### config.mk
export PLATFORM = sky130hd
export DESIGN_NAME = rpo_cfg_regs
export DESIGN_NICKNAME = d
export VERILOG_FILES = /design/src/rtl/rpo_pkg.sv /design/src/rtl/rpo_cfg_regs.sv
export SDC_FILE = /design/constraint.sdc
export NUM_CORES = 1
export LEC_CHECK = 0
export ABC_AREA = 1
export BUFFER_PORTS_ARGS = -buffer_cell sky130_fd_sc_hd__buf_4
export CORE_MARGIN = 2
export CORE_UTILIZATION = 34
export CTS_CLUSTER_SIZE = 20
export DETAILED_ROUTE_END_ITERATION = 8
export GPL_ROUTABILITY_DRIVEN = 0
export PLACE_DENSITY = 0.85
export RECOVER_POWER = 25
export SETUP_SLACK_MARGIN = 0.2
export SYNTH_ARGS = -nofsm -noshare
export SYNTH_HDL_FRONTEND = slang
export SYNTH_SLANG_ARGS = --single-unit
### constraint.sdc
create_clock -name clk -period 1.7 [get_ports clk]
set_input_delay 0.34 -clock clk [delete_from_list [all_inputs] [get_ports clk]]
set_output_delay 0.34 -clock clk [all_outputs]
set_load 0.01 [all_outputs]
### src/rtl/rpo_pkg.sv
// Package for the RGB pixel point operation block.
// Holds the payload and control types, register codes and shared constants.
// No dependencies.
package rpo_pkg;

  localparam int MAX_EXPONENT_DEF = 8;

  localparam int PIX_W    = 8;
  localparam int NUM_CH   = 3;
  localparam int CURVE_AW = PIX_W;
  localparam int CURVE_DEPTH = 1 << CURVE_AW;

  localparam logic [PIX_W-1:0] PIX_MAX = {PIX_W{1'b1}};

  localparam int CFG_AW = 3;
  localparam int APB_DW = 32;
  localparam int GAMMA_W = 4;
  localparam logic [GAMMA_W-1:0] GAMMA_RESET = 4'd2;
  localparam logic [GAMMA_W-1:0] GAMMA_MIN   = 4'd2;

  localparam int GREY_SUM_W  = PIX_W + 2;
  localparam int GREY_PROD_W = 2 * GREY_SUM_W;
  localparam int GREY_RECIP  = 683;
  localparam int GREY_SHIFT  = 11;

  localparam logic REG_OP_MODE = 1'b0;
  localparam logic REG_GAMMA   = 1'b1;

  typedef enum logic [1:0] {
    MODE_GREY    = 2'd0,
    MODE_INVERT  = 2'd1,
    MODE_DARKEN  = 2'd2,
    MODE_LIGHTEN = 2'd3
  } op_mode_t;

  typedef enum logic [1:0] {
    GEN_IDLE,
    GEN_KPOW,
    GEN_POW,
    GEN_CMP
  } gen_state_t;

  typedef struct packed {
    logic [PIX_W-1:0] in_red;
    logic [PIX_W-1:0] in_green;
    logic [PIX_W-1:0] in_blue;
  } pixel_in_t;

  typedef struct packed {
    logic [PIX_W-1:0] out_red;
    logic [PIX_W-1:0] out_green;
    logic [PIX_W-1:0] out_blue;
  } pixel_out_t;

  typedef struct packed {
    op_mode_t op_mode;
    logic     restart;
  } cfg_t;

  typedef struct packed {
    logic                we;
    logic [CURVE_AW-1:0] addr;
    logic [PIX_W-1:0]    data;
  } curve_wr_t;

endpackage

### src/rtl/rpo_cfg_regs.sv
// Configuration registers behind the APB-style port.
// Holds the operation mode and the gamma exponent, and flags a curve rebuild.
// Depends on rpo_pkg.
module rpo_cfg_regs #(
  parameter int MAX_EXPONENT = rpo_pkg::MAX_EXPONENT_DEF
) (
  input  logic                                clk,
  input  logic                                rst_n,
  input  logic                                psel,
  input  logic                                penable,
  input  logic                                pwrite,
  input  logic [rpo_pkg::CFG_AW-1:0]          paddr,
  input  logic [rpo_pkg::APB_DW-1:0]          pwdata,
  output logic [rpo_pkg::APB_DW-1:0]          prdata,
  output logic                                pready,
  output rpo_pkg::cfg_t                       cfg,
  output logic [$clog2(MAX_EXPONENT+1)-1:0]   exp_n
);
  import rpo_pkg::*;

  localparam int NW = $clog2(MAX_EXPONENT + 1);

  op_mode_t           op_mode_r;
  logic [GAMMA_W-1:0] gamma_r;
  logic               restart_r;
  logic               wr_en;

  assign wr_en  = psel && penable && pwrite;
  assign pready = 1'b1;

  always_ff @(posedge clk) begin
    if (!rst_n) begin
      op_mode_r <= MODE_GREY;
      gamma_r   <= GAMMA_RESET;
      restart_r <= 1'b0;
    end else begin
      restart_r <= wr_en;
      if (wr_en) begin
        case (paddr[2])
          REG_OP_MODE: op_mode_r <= op_mode_t'(pwdata[1:0]);
          REG_GAMMA:   gamma_r   <= pwdata[GAMMA_W-1:0];
          default: ;
        endcase
      end
    end
  end

  always_comb begin
    if (gamma_r < GAMMA_MIN) begin
      exp_n = NW'(GAMMA_MIN);
    end else if (32'(gamma_r) > MAX_EXPONENT) begin
      exp_n = NW'(MAX_EXPONENT);
    end else begin
      exp_n = NW'(gamma_r);
    end
  end

  always_comb begin
    case (paddr[2])
      REG_OP_MODE: prdata = APB_DW'(op_mode_r);
      default:     prdata = APB_DW'(gamma_r);
    endcase
  end

  assign cfg.op_mode = op_mode_r;
  assign cfg.restart = restart_r;

endmodule

==> results.sh <==
export IMPL_nNetsFinal=153
export IMPL_combinationalPowerShare_pct=23.8
export IMPL_synth_most_common_cell="buf_4"
export IMPL_cts_max_level=1
export IMPL_ys_top_cells_by_area="buf_4 35%, dfxtp_1 22%, nor2_1 8.8%"
export IMPL_grt_pass1_wl_mm=1.469
export IMPL_yosys_area_top_type="buf_4"
export IMPL_synthXorXnorAreaFrac_pct=0
export IMPL_clkPwrFrac_pct=35.4
export IMPL_end_kind="output port"
export IMPL_clk_pin_slew_worst_paths_ns=0.05
export IMPL_ios=80
export IMPL_regArea_sq_um=140.1
export IMPL_syn_inst=93
export IMPL_wl_mm=1.061
export IMPL_cts_hold_buf=0
export IMPL_nFillCells=198
export IMPL_clock_skew_final_ns=0
export IMPL_first_pass_iters=4
export IMPL_ir_worst_vdd_mv=0.2266
export IMPL_worstHoldStart="pwdata[1]"
export IMPL_switching_power_uw=133.2
export IMPL_rsz0062_at_grt="false"
export IMPL_cts_sinks=7
export IMPL_p_per_area_nw_per_um2=617.5
export IMPL_synth_edf_count=0
export IMPL_internal_power_uw=294.9
export IMPL_dp_hpwl_um=879.8
export IMPL_ff2ff_path_depth=2
export IMPL_switching_share_pct=31.11
export IMPL_synth_top_family_by_area="buffers and inverters"
export IMPL_wirelength_met1_um=413
export IMPL_status="complete, no violations"
export IMPL_ctsLongestPathBuffers=2
export IMPL_wl_met2_um=478
export IMPL_report_final_setup_viol=0
export IMPL_muxShareOfSynthArea_pct=0
export IMPL_critPathMaxFanout=4
export IMPL_fin_ws_ns=0.3645
export IMPL_cts_tree="done"
export IMPL_power_leakage_nw=0.4078
export IMPL_synth_flop_cell="dfxtp_1"
export IMPL_cp_cell_sequence="nor2_1 > nor3_1 > buf_4"
export IMPL_cts_buffers_inserted=3
export IMPL_grt_pass1_vias=384
export IMPL_finalSetupTns_ns=0
export IMPL_highest_signal_layer="met4"
export IMPL_pre_cts_slack_ns=0.4830
export IMPL_cap_violations=0
export IMPL_diodes=0
export IMPL_dieArea_sq_um=2235
export IMPL_yosysTopAreaCellShare_pct=35.36
export IMPL_crit_required_ns=1.36
export IMPL_path_delay_family="flip-flops"
export IMPL_worstSetupStartpointType="flop"
export IMPL_final_period_utilization_pct=78.56
export IMPL_avgSynthCellArea_sq_um=6.848
export IMPL_clock_latency_ns=0.25
export IMPL_drive_gt1_share_pct=24.11
export IMPL_timing_rr_start="gamma_r[3]"
export IMPL_die_h_um=47.28
export IMPL_crit_type="flop to output port"
export IMPL_routed_via_density=3.766
export IMPL_slowest_stage="dfxtp_1"
export IMPL_hp_class="primary input to flop"
export IMPL_antenna_found_initial=0
export IMPL_cts_setup_buffers=0
export IMPL_synth_top_cells_by_count="30 x buf_4, 15 x nor2_1, 13 x nand2_1, 10 x inv_1, 7 x dfxtp_1"
export IMPL_critPathArrivalTime_ns=1.00
export IMPL_synthesis_area_sq_um=636.9
export IMPL_cts_resized_gates=0
export IMPL_async_flop_share_pct=0
export IMPL_initial_utilization_pct=36.49
export IMPL_row_count=15
export IMPL_met3_length_um=121
export IMPL_hold_end="gamma_r[1]"
export IMPL_synth_seq_cells=7
export IMPL_max_freq_mhz=748.8
export IMPL_track_usage_pct=9.705
export IMPL_vias=516
export IMPL_clock_tree_root_cell="clkbuf_4"
export IMPL_yosys_warnings=0
export IMPL_grt_max_degree=9
export IMPL_cpPeakStageDelay_ns=0.37
export IMPL_area_growth_pct=8.841
export IMPL_rrSetupSlack_ns=1.07
export IMPL_port_buffer_count=20
export IMPL_holdWs_ns=0.3175
export IMPL_grt_overflow=0
export IMPL_die_w_um=47.28
export IMPL_wl_per_cell_um=7.745
export IMPL_slew_viol_final=0
export IMPL_multiInputGateArea_sq_um=301.5
export IMPL_ys_seq_area_share_pct=22.00
export IMPL_drc_errors=0
export IMPL_layout_min_cycle_time_ns=1.335
export IMPL_synth_simple_area_share_pct=30.65
export IMPL_whs_path_depth=3
export IMPL_synth_cell_types=17
export IMPL_seqPwrFrac_pct=40.8
export IMPL_synthAdderAreaFrac_pct=0
export IMPL_crit_buf_inv=1
export IMPL_reg2reg_to="gamma_r[3]"
export IMPL_drt_iter0_drc=15
export IMPL_synth_compound_area_share_pct=1.572
export IMPL_coreArea_sq_um=1745
export IMPL_hold_viol=0
export IMPL_ant_nets=0
per-layer routing:
layer  up-vias  global-route usage [%]
li1        256                       -
met1       211                   11.19
met2        42                   15.68
met3         7                       0
met4         0                   10.00
met5         -                       0
power by group through the flow:
stage          clock [mW]  sequential (mW)  combinational, mW
3_3_place_gp            0            0.178              0.102
2_1_floorplan           0            0.178              0.117
5_1_grt             0.165            0.175              0.115
3_5_place_dp            0            0.178              0.103
4_1_cts             0.154            0.175              0.104
6_report            0.151            0.175              0.102
worst reg2reg max path, delay by kind of cell (launching register included):
family | cells | cell delay (ns)
AND/OR/NAND/NOR | 2 | 0.17
flip-flops | 1 | 0.41
metrics by stage:
step / power, mW / std cells / utilization [%] / cell area, sq um
3_5_place_dp: 0.2816 / 133 / 38.92 / 679.4
3_3_place_gp: 0.2795 / 133 / 38.92 / 679.4
6_report: 0.4280 / 137 / 39.71 / 693.2
4_1_cts: 0.4330 / 137 / 40.43 / 705.7
5_1_grt: 0.4554 / 137 / 39.71 / 693.2
2_1_floorplan: 0.2948 / 120 / - / 738.2
how the worst max path moves through the flow:
stage,startpoint,depth (start not counted),end
floorplan,paddr[2],3,prdata[0]
global placement,paddr[2],5,prdata[0]
detailed placement,paddr[2],5,prdata[0]
CTS,gamma_r[2],3,exp_n[0]
global route,gamma_r[2],3,exp_n[0]
finish,gamma_r[1],3,exp_n[0]
cell usage in the layout (no fill, tap or decap):
cell type | Yosys | routed
nor2_1 | 15 | 15
nand3_1 | 6 | 7
clkbuf_1 | 1 | 1
nor3_1 | 1 | 1
inv_4 | 1 | 1
nand2_1 | 13 | 13
conb_1 | 2 | 29
o21ai_0 | 1 | 2
inv_1 | 10 | 10
nor2_4 | 1 | 1
buf_4 | 30 | 19
clkbuf_4 | 0 | 4
nor2_8 | 1 | 1
dfxtp_1 | 7 | 7
nor2_2 | 1 | 1
cells by family (layout without fill, tap and decap cells):
logic type             Yosys count  in the layout
buffers and inverters           43             35
and+or+nand+nor                 39             39
DFF                              7              7
other                            2             29
AOI/OAI and AO/OA                2              2
registers in the layout, indices dropped and copies added, names as in the netlist:
register   count
gamma_r        4
op_mode_r      2
restart_r      1
cell type report:
type / instances / share of cell area, %
Tap cell: 25 / 4.513
Inverter: 11 / 6.318
Timing Repair Buffer: 20 / 21.66
Clock buffer: 4 / 3.791
Sequential cell: 7 / 20.22
Multi-Input combinational cell: 70 / 43.50
(Power assumes the default switching activity.)
