File: src/rtl/rpo_pkg.sv
// Package for the RGB pixel point operation block.
// Holds the payload and control types, register codes and shared constants.
// No dependencies.
package rpo_pkg;

  localparam int MAX_EXPONENT_DEF = 8;

  localparam int PIX_W    = 8;
  localparam int NUM_CH   = 3;
  localparam int CURVE_AW = PIX_W;
  localparam int CURVE_DEPTH = 1 << CURVE_AW;

  localparam logic [PIX_W-1:0] PIX_MAX = {PIX_W{1'b1}};

  localparam int CFG_AW = 3;
  localparam int APB_DW = 32;
  localparam int GAMMA_W = 4;
  localparam logic [GAMMA_W-1:0] GAMMA_RESET = 4'd2;
  localparam logic [GAMMA_W-1:0] GAMMA_MIN   = 4'd2;

  localparam int GREY_SUM_W  = PIX_W + 2;
  localparam int GREY_PROD_W = 2 * GREY_SUM_W;
  localparam int GREY_RECIP  = 683;
  localparam int GREY_SHIFT  = 11;

  localparam logic REG_OP_MODE = 1'b0;
  localparam logic REG_GAMMA   = 1'b1;

  typedef enum logic [1:0] {
    MODE_GREY    = 2'd0,
    MODE_INVERT  = 2'd1,
    MODE_DARKEN  = 2'd2,
    MODE_LIGHTEN = 2'd3
  } op_mode_t;

  typedef enum logic [1:0] {
    GEN_IDLE,
    GEN_KPOW,
    GEN_POW,
    GEN_CMP
  } gen_state_t;

  typedef struct packed {
    logic [PIX_W-1:0] in_red;
    logic [PIX_W-1:0] in_green;
    logic [PIX_W-1:0] in_blue;
  } pixel_in_t;

  typedef struct packed {
    logic [PIX_W-1:0] out_red;
    logic [PIX_W-1:0] out_green;
    logic [PIX_W-1:0] out_blue;
  } pixel_out_t;

  typedef struct packed {
    op_mode_t op_mode;
    logic     restart;
  } cfg_t;

  typedef struct packed {
    logic                we;
    logic [CURVE_AW-1:0] addr;
    logic [PIX_W-1:0]    data;
  } curve_wr_t;

endpackage

File: src/rtl/rpo_curve_gen.sv
// Sequencer that rebuilds the gamma curve table after reset and each register write.
// Exact integer search with one wide multiply-by-byte and one wide add and compare.
// Depends on rpo_pkg.
module rpo_curve_gen #(
  parameter int MAX_EXPONENT = rpo_pkg::MAX_EXPONENT_DEF
) (
  input  logic                                clk,
  input  logic                                rst_n,
  input  rpo_pkg::cfg_t                       cfg,
  input  logic [$clog2(MAX_EXPONENT+1)-1:0]   exp_n,
  output rpo_pkg::curve_wr_t                  wr,
  output logic                                busy
);
  import rpo_pkg::*;

  localparam int NW = $clog2(MAX_EXPONENT + 1);
  localparam int BW = PIX_W * MAX_EXPONENT + PIX_W;

  gen_state_t state_r, state_nxt;

  logic [BW-1:0]       k_r,   k_nxt;
  logic [BW-1:0]       acc_r, acc_nxt;
  logic [BW-1:0]       pw_r,  pw_nxt;
  logic [NW-1:0]       cnt_r, cnt_nxt;
  logic [CURVE_AW-1:0] x_r,   x_nxt;
  logic [PIX_W-1:0]    y_r,   y_nxt;

  logic             lighten;
  logic [PIX_W-1:0] mul_base;
  logic [BW-1:0]    prod;
  logic             k_last;
  logic             p_last;
  logic             hit;
  logic             x_last;

  assign lighten = (cfg.op_mode == MODE_LIGHTEN);
  assign k_last  = (cnt_r == exp_n - NW'(2));
  assign p_last  = (cnt_r == exp_n - NW'(1));
  assign x_last  = (x_r == PIX_MAX);

  always_comb begin
    case (state_r)
      GEN_KPOW: mul_base = PIX_MAX;
      default:  mul_base = lighten ? (y_r + PIX_W'(1)) : x_r;
    endcase
  end

  assign prod = pw_r * BW'(mul_base);

  always_comb begin
    if (lighten) begin
      hit = (y_r != PIX_MAX) && (pw_r <= acc_r);
    end else begin
      hit = (acc_r <= pw_r);
    end
  end

  always_comb begin
    state_nxt = state_r;
    if (cfg.restart) begin
      state_nxt = GEN_KPOW;
    end else begin
      case (state_r)
        GEN_IDLE: state_nxt = GEN_IDLE;
        GEN_KPOW: if (k_last) state_nxt = GEN_POW;
        GEN_POW:  if (p_last) state_nxt = GEN_CMP;
        GEN_CMP: begin
          if (hit) begin
            state_nxt = lighten ? GEN_POW : GEN_CMP;
          end else if (x_last) begin
            state_nxt = GEN_IDLE;
          end else begin
            state_nxt = lighten ? GEN_CMP : GEN_POW;
          end
        end
        default: state_nxt = GEN_IDLE;
      endcase
    end
  end

  always_comb begin
    busy    = (state_r != GEN_IDLE) || cfg.restart;
    wr.we   = (state_r == GEN_CMP) && !hit && !cfg.restart;
    wr.addr = x_r;
    wr.data = y_r;
  end

  always_comb begin
    k_nxt   = k_r;
    acc_nxt = acc_r;
    pw_nxt  = pw_r;
    cnt_nxt = cnt_r;
    x_nxt   = x_r;
    y_nxt   = y_r;
    if (cfg.restart) begin
      pw_nxt  = BW'(1);
      cnt_nxt = '0;
    end else begin
      case (state_r)
        GEN_KPOW: begin
          pw_nxt  = prod;
          cnt_nxt = cnt_r + NW'(1);
          if (k_last) begin
            k_nxt   = prod;
            acc_nxt = lighten ? '0 : prod;
            x_nxt   = '0;
            y_nxt   = '0;
            pw_nxt  = BW'(1);
            cnt_nxt = '0;
          end
        end
        GEN_POW: begin
          pw_nxt  = prod;
          cnt_nxt = p_last ? '0 : cnt_r + NW'(1);
        end
        GEN_CMP: begin
          if (hit) begin
            y_nxt = y_r + PIX_W'(1);
            if (lighten) begin
              pw_nxt = BW'(1);
            end else begin
              acc_nxt = acc_r + k_r;
            end
          end else begin
            x_nxt = x_r + CURVE_AW'(1);
            if (lighten) begin
              acc_nxt = acc_r + k_r;
            end else begin
              pw_nxt = BW'(1);
            end
          end
        end
        default: ;
      endcase
    end
  end

  always_ff @(posedge clk) begin
    if (!rst_n) begin
      state_r <= GEN_KPOW;
      pw_r    <= BW'(1);
      cnt_r   <= '0;
    end else begin
      state_r <= state_nxt;
      pw_r    <= pw_nxt;
      cnt_r   <= cnt_nxt;
    end
  end

  always_ff @(posedge clk) begin
    k_r   <= k_nxt;
    acc_r <= acc_nxt;
    x_r   <= x_nxt;
    y_r   <= y_nxt;
  end

endmodule

File: config.mk
export PLATFORM = sky130hd
export DESIGN_NAME = rpo_curve_gen
export DESIGN_NICKNAME = d
export VERILOG_FILES = /design/src/rtl/rpo_pkg.sv /design/src/rtl/rpo_curve_gen.sv
export SDC_FILE = /design/constraint.sdc
export NUM_CORES = 2
export LEC_CHECK = 0
export ABC_AREA = 0
export BUFFER_PORTS_ARGS = -buffer_cell sky130_fd_sc_hd__buf_2
export CAP_MARGIN = 20
export CORE_UTILIZATION = 65
export DETAILED_ROUTE_END_ITERATION = 6
export PLACE_DENSITY = 0.9
export SLEW_MARGIN = 25
export SYNTH_ARGS = -nofsm -noshare
export SYNTH_HDL_FRONTEND = slang
export SYNTH_SLANG_ARGS = --single-unit
File: constraint.sdc
create_clock -name clk -period 11.7 [get_ports clk]
set_input_delay 1.17 -clock clk [delete_from_list [all_inputs] [get_ports clk]]
set_output_delay 1.17 -clock clk [all_outputs]
set_load 0.01 [all_outputs]
==> impl_results.md <==
* DRT Wirelength at 83700 um
* Rows at 79
* Synthesized cell area at 30800 um2
* Diode count at 0
* Mapped Nets at around 4.1k
* Die height at 220 um
* Port bufs at 26
* GRT Total Usage at 35.2%
* WL met1 at between 30000 and 40000 um
* Post-Syn Instances at 3472
* Routability cong. at 0.976
* Fmax at approximately 120 MHz
* Post-DP HPWL at 63400 um
* Antenna-violating nets left at 0
* Initial antenna violation count at 1
* Clock sinks at 238
* Tmin final at around 8.4 ns
* Slew Limit Fails at 0
* CP arrival at 8.70 ns
* Largest net degree at the start of global routing at 73
* Library cells used by synthesis at around 100
* Area growth from synthesis to layout at 4.38%
* Die Footprint at 48300 um2
* Die W at 220 um
* CTS Buffer Depth at 3
* Starting DRC count in detailed routing at between 3k and 4k
* CORE AREA at 46700 um2
* Post-CTS Setup Repair Bufs at 0
* Max FO, Critical Path at 33
* CP Launch Type: input port
* Critical Path RT at 12.01 ns
* DR vias/cell at roughly 6.5
* Wire length on met2 at ~39000 um
* Final #Nets at 4043
* Highest Signal Layer: met4
* Share of layout cells above drive strength 1 at under 10%
* Status: completed
* Number of global-route vias before repair at 26.4k
* Post-synth EDFFs at 160
* Gates resized, CTS repair at 0
* DR WL met3 at a little under 10000 um
* Initial Util at 66.1%
* # IOs at 27
* WS Path Type: input port to register
* Final Hold Fails at 0
* Root buffer cell: clkbuf_16
* Clock latency on the worst-skew pair at approximately 0.57 ns
* Share of async-settable or async-resettable flops after synthesis at 0%
* Crit share post-route at roughly 72%
* Drt wl/cell at 20.8 um
* GRT overflow at 0
* Synth Flop Type: edfxtp_1
* Least-Margin Pin Slew at 0.923 ns
* First-pass GRT wire length at ~140000 um
* Final setup TNS at 0 ns
* Clock Skews at 0.0210 ns
* CP Capture Type: register
* CTS tree: built
* H-tree depth reported by CTS at 1
* First-pass DRT Iterations at 7
* Syn Area/Cell at 8.88 um2
* Clock Pin Slew Worst Setup and Hold Paths at roughly 0.060 ns
* Layout Utilization at slightly below 70%
* Synth Register Bits at between 200 and 250
* DR DRC count at 0
* # setup viols final at 0
* Post-Place Worst Slack at 2.98 ns
* Setup ws final at 3.30 ns
* Hold Buf Count CTS at 0
* Unrepaired setup endpoints after global routing: no
* Synth warnings at 0
* Hold Path Class: register to register
* Maxcap violations at 0
* Vias at 26.3k
* CTS buffer count at 27
* Seq/Total Area, Yosys at 20.6%
* Max_slew headroom at 38.5%
## cells in the final DEF, fill, tap and decap left out, types with 16 or more instances in the layout
cell       count
nor2_1       545
inv_1        409
fa_1         397
nand2_1      335
ha_1         232
a21oi_1      172
edfxtp_1     160
o21ai_0      140
xnor2_1      111
a21o_1       105
dfxtp_1       78
a22oi_1       63
xor2_1        53
nand4_1       49
nand3_1       43
and2_1        34
clkbuf_16     28
o21bai_1      26
buf_2         26
buf_4         25
nor3_1        23
a31oi_1       23
and3_1        21
a211oi_1      21
nand2b_1      20
nor2b_1       20
o21a_1        18
o211ai_1      16
## routing by layer
metal,global-route usage (%),vias up
li1,-,11500
met1,46.9,12800
met2,57.0,1689
met3,6.24,344
met4,14.3,0
met5,0,-
## critical path: stages
cell and delay, ns:
buf_2 0.09, nand2_1 0.41, and2_1 0.40, a211oi_4 0.21
buf_4 0.38, buf_4 0.46, nor2_1 0.13, fa_1 0.56
fa_1 0.45, fa_1 0.56, fa_1 0.43, ha_1 0.45
a21oi_1 0.14, o21a_1 0.19, o31ai_1 0.25, o21ai_0 0.20
a31oi_1 0.49, a31oi_1 0.31, o21ba_2 0.32, o21ai_1 0.34
a31oi_1 0.16, xnor2_1 0.20, a211o_1 0.28
## Yosys cell counts, types with 10 or more instances
cell type	number	area (um2)
dfxtp_1	78	1560
nor2b_1	20	125
a31oi_1	23	144
nor3_1	23	115
fa_1	397	7950
a21o_1	106	796
and3_1	21	131
xor2_1	53	464
inv_1	410	1540
nand2b_1	21	131
a22oi_1	63	473
a22o_1	15	131
o21a_1	18	135
xnor2_1	111	972
a21oi_1	173	866
o211ai_1	16	120
and2_1	34	213
nand4_1	49	307
edfxtp_1	160	4800
nor2_1	546	2050
nand2_1	336	1260
a211o_1	12	105
clkbuf_1	112	420
nand3_1	43	215
o21bai_1	26	195
a32o_1	12	120
o21ai_0	140	701
a211oi_1	26	195
ha_1	233	2920
buf_4	13	97.6
buf_2	10	50.1
## cell type report
type / count / area, um2
Sequential cell: 238 / 6370
Inverter: 410 / 1540
Clock buffer: 37 / 734
Fill cell: 3478 / 14500
Multi-Input combinational cell: 2675 / 22400
Tap cell: 607 / 759
Clock inverter: 12 / 65.1
Timing Repair Buffer: 52 / 329
## cell families (layout without fill, tap and decap cells)
family                   count (synthesis)  after routing  synth area share, %
buffers and inverters                  559            511                 7.09
flip-flops                             238            238                 20.6
AO/OA/AOI/OAI                          732            732                 16.2
adder cells (fa/ha/maj)                630            630                 35.2
XOR/XNOR                               167            167                 4.82
AND/OR/NAND/NOR                       1144           1144                 16.0
multiplexers                             2              2               0.0690
## final timing paths
kind	to	depth (start not counted)	from	slack, ns
setup / recovery	acc_r[64]$_DFFE_PP_	23	cfg[2]	3.30
hold / removal	cnt_r[3]$_SDFFE_PP0P_	2	cnt_r[3]$_SDFFE_PP0P_	0.56
setup reg to reg	acc_r[64]$_DFFE_PP_	26	y_r[0]$_SDFFCE_PN0P_	3.67
hold reg to reg	cnt_r[3]$_SDFFE_PP0P_	2	cnt_r[3]$_SDFFE_PP0P_	0.56
## state kept, by name, indices dropped and copies added, names as in the netlist
name     flops
k_r         72
y_r          8
pw_r        72
cnt_r        4
x_r          8
state_r      2
acc_r       72
## through the flow
stage	hold WS, ns	std cells	instance area [um2]
CTS	0.555	4031	32200
global placement	0.516	3982	31400
detailed placement	0.517	3982	31400
floorplan	0.490	3472	30800
finish	0.561	4031	32200
global route	0.579	4031	32200
Power is not shown: default switching activity piles up to over one toggle a cycle in this logic, so the estimate is an artifact.
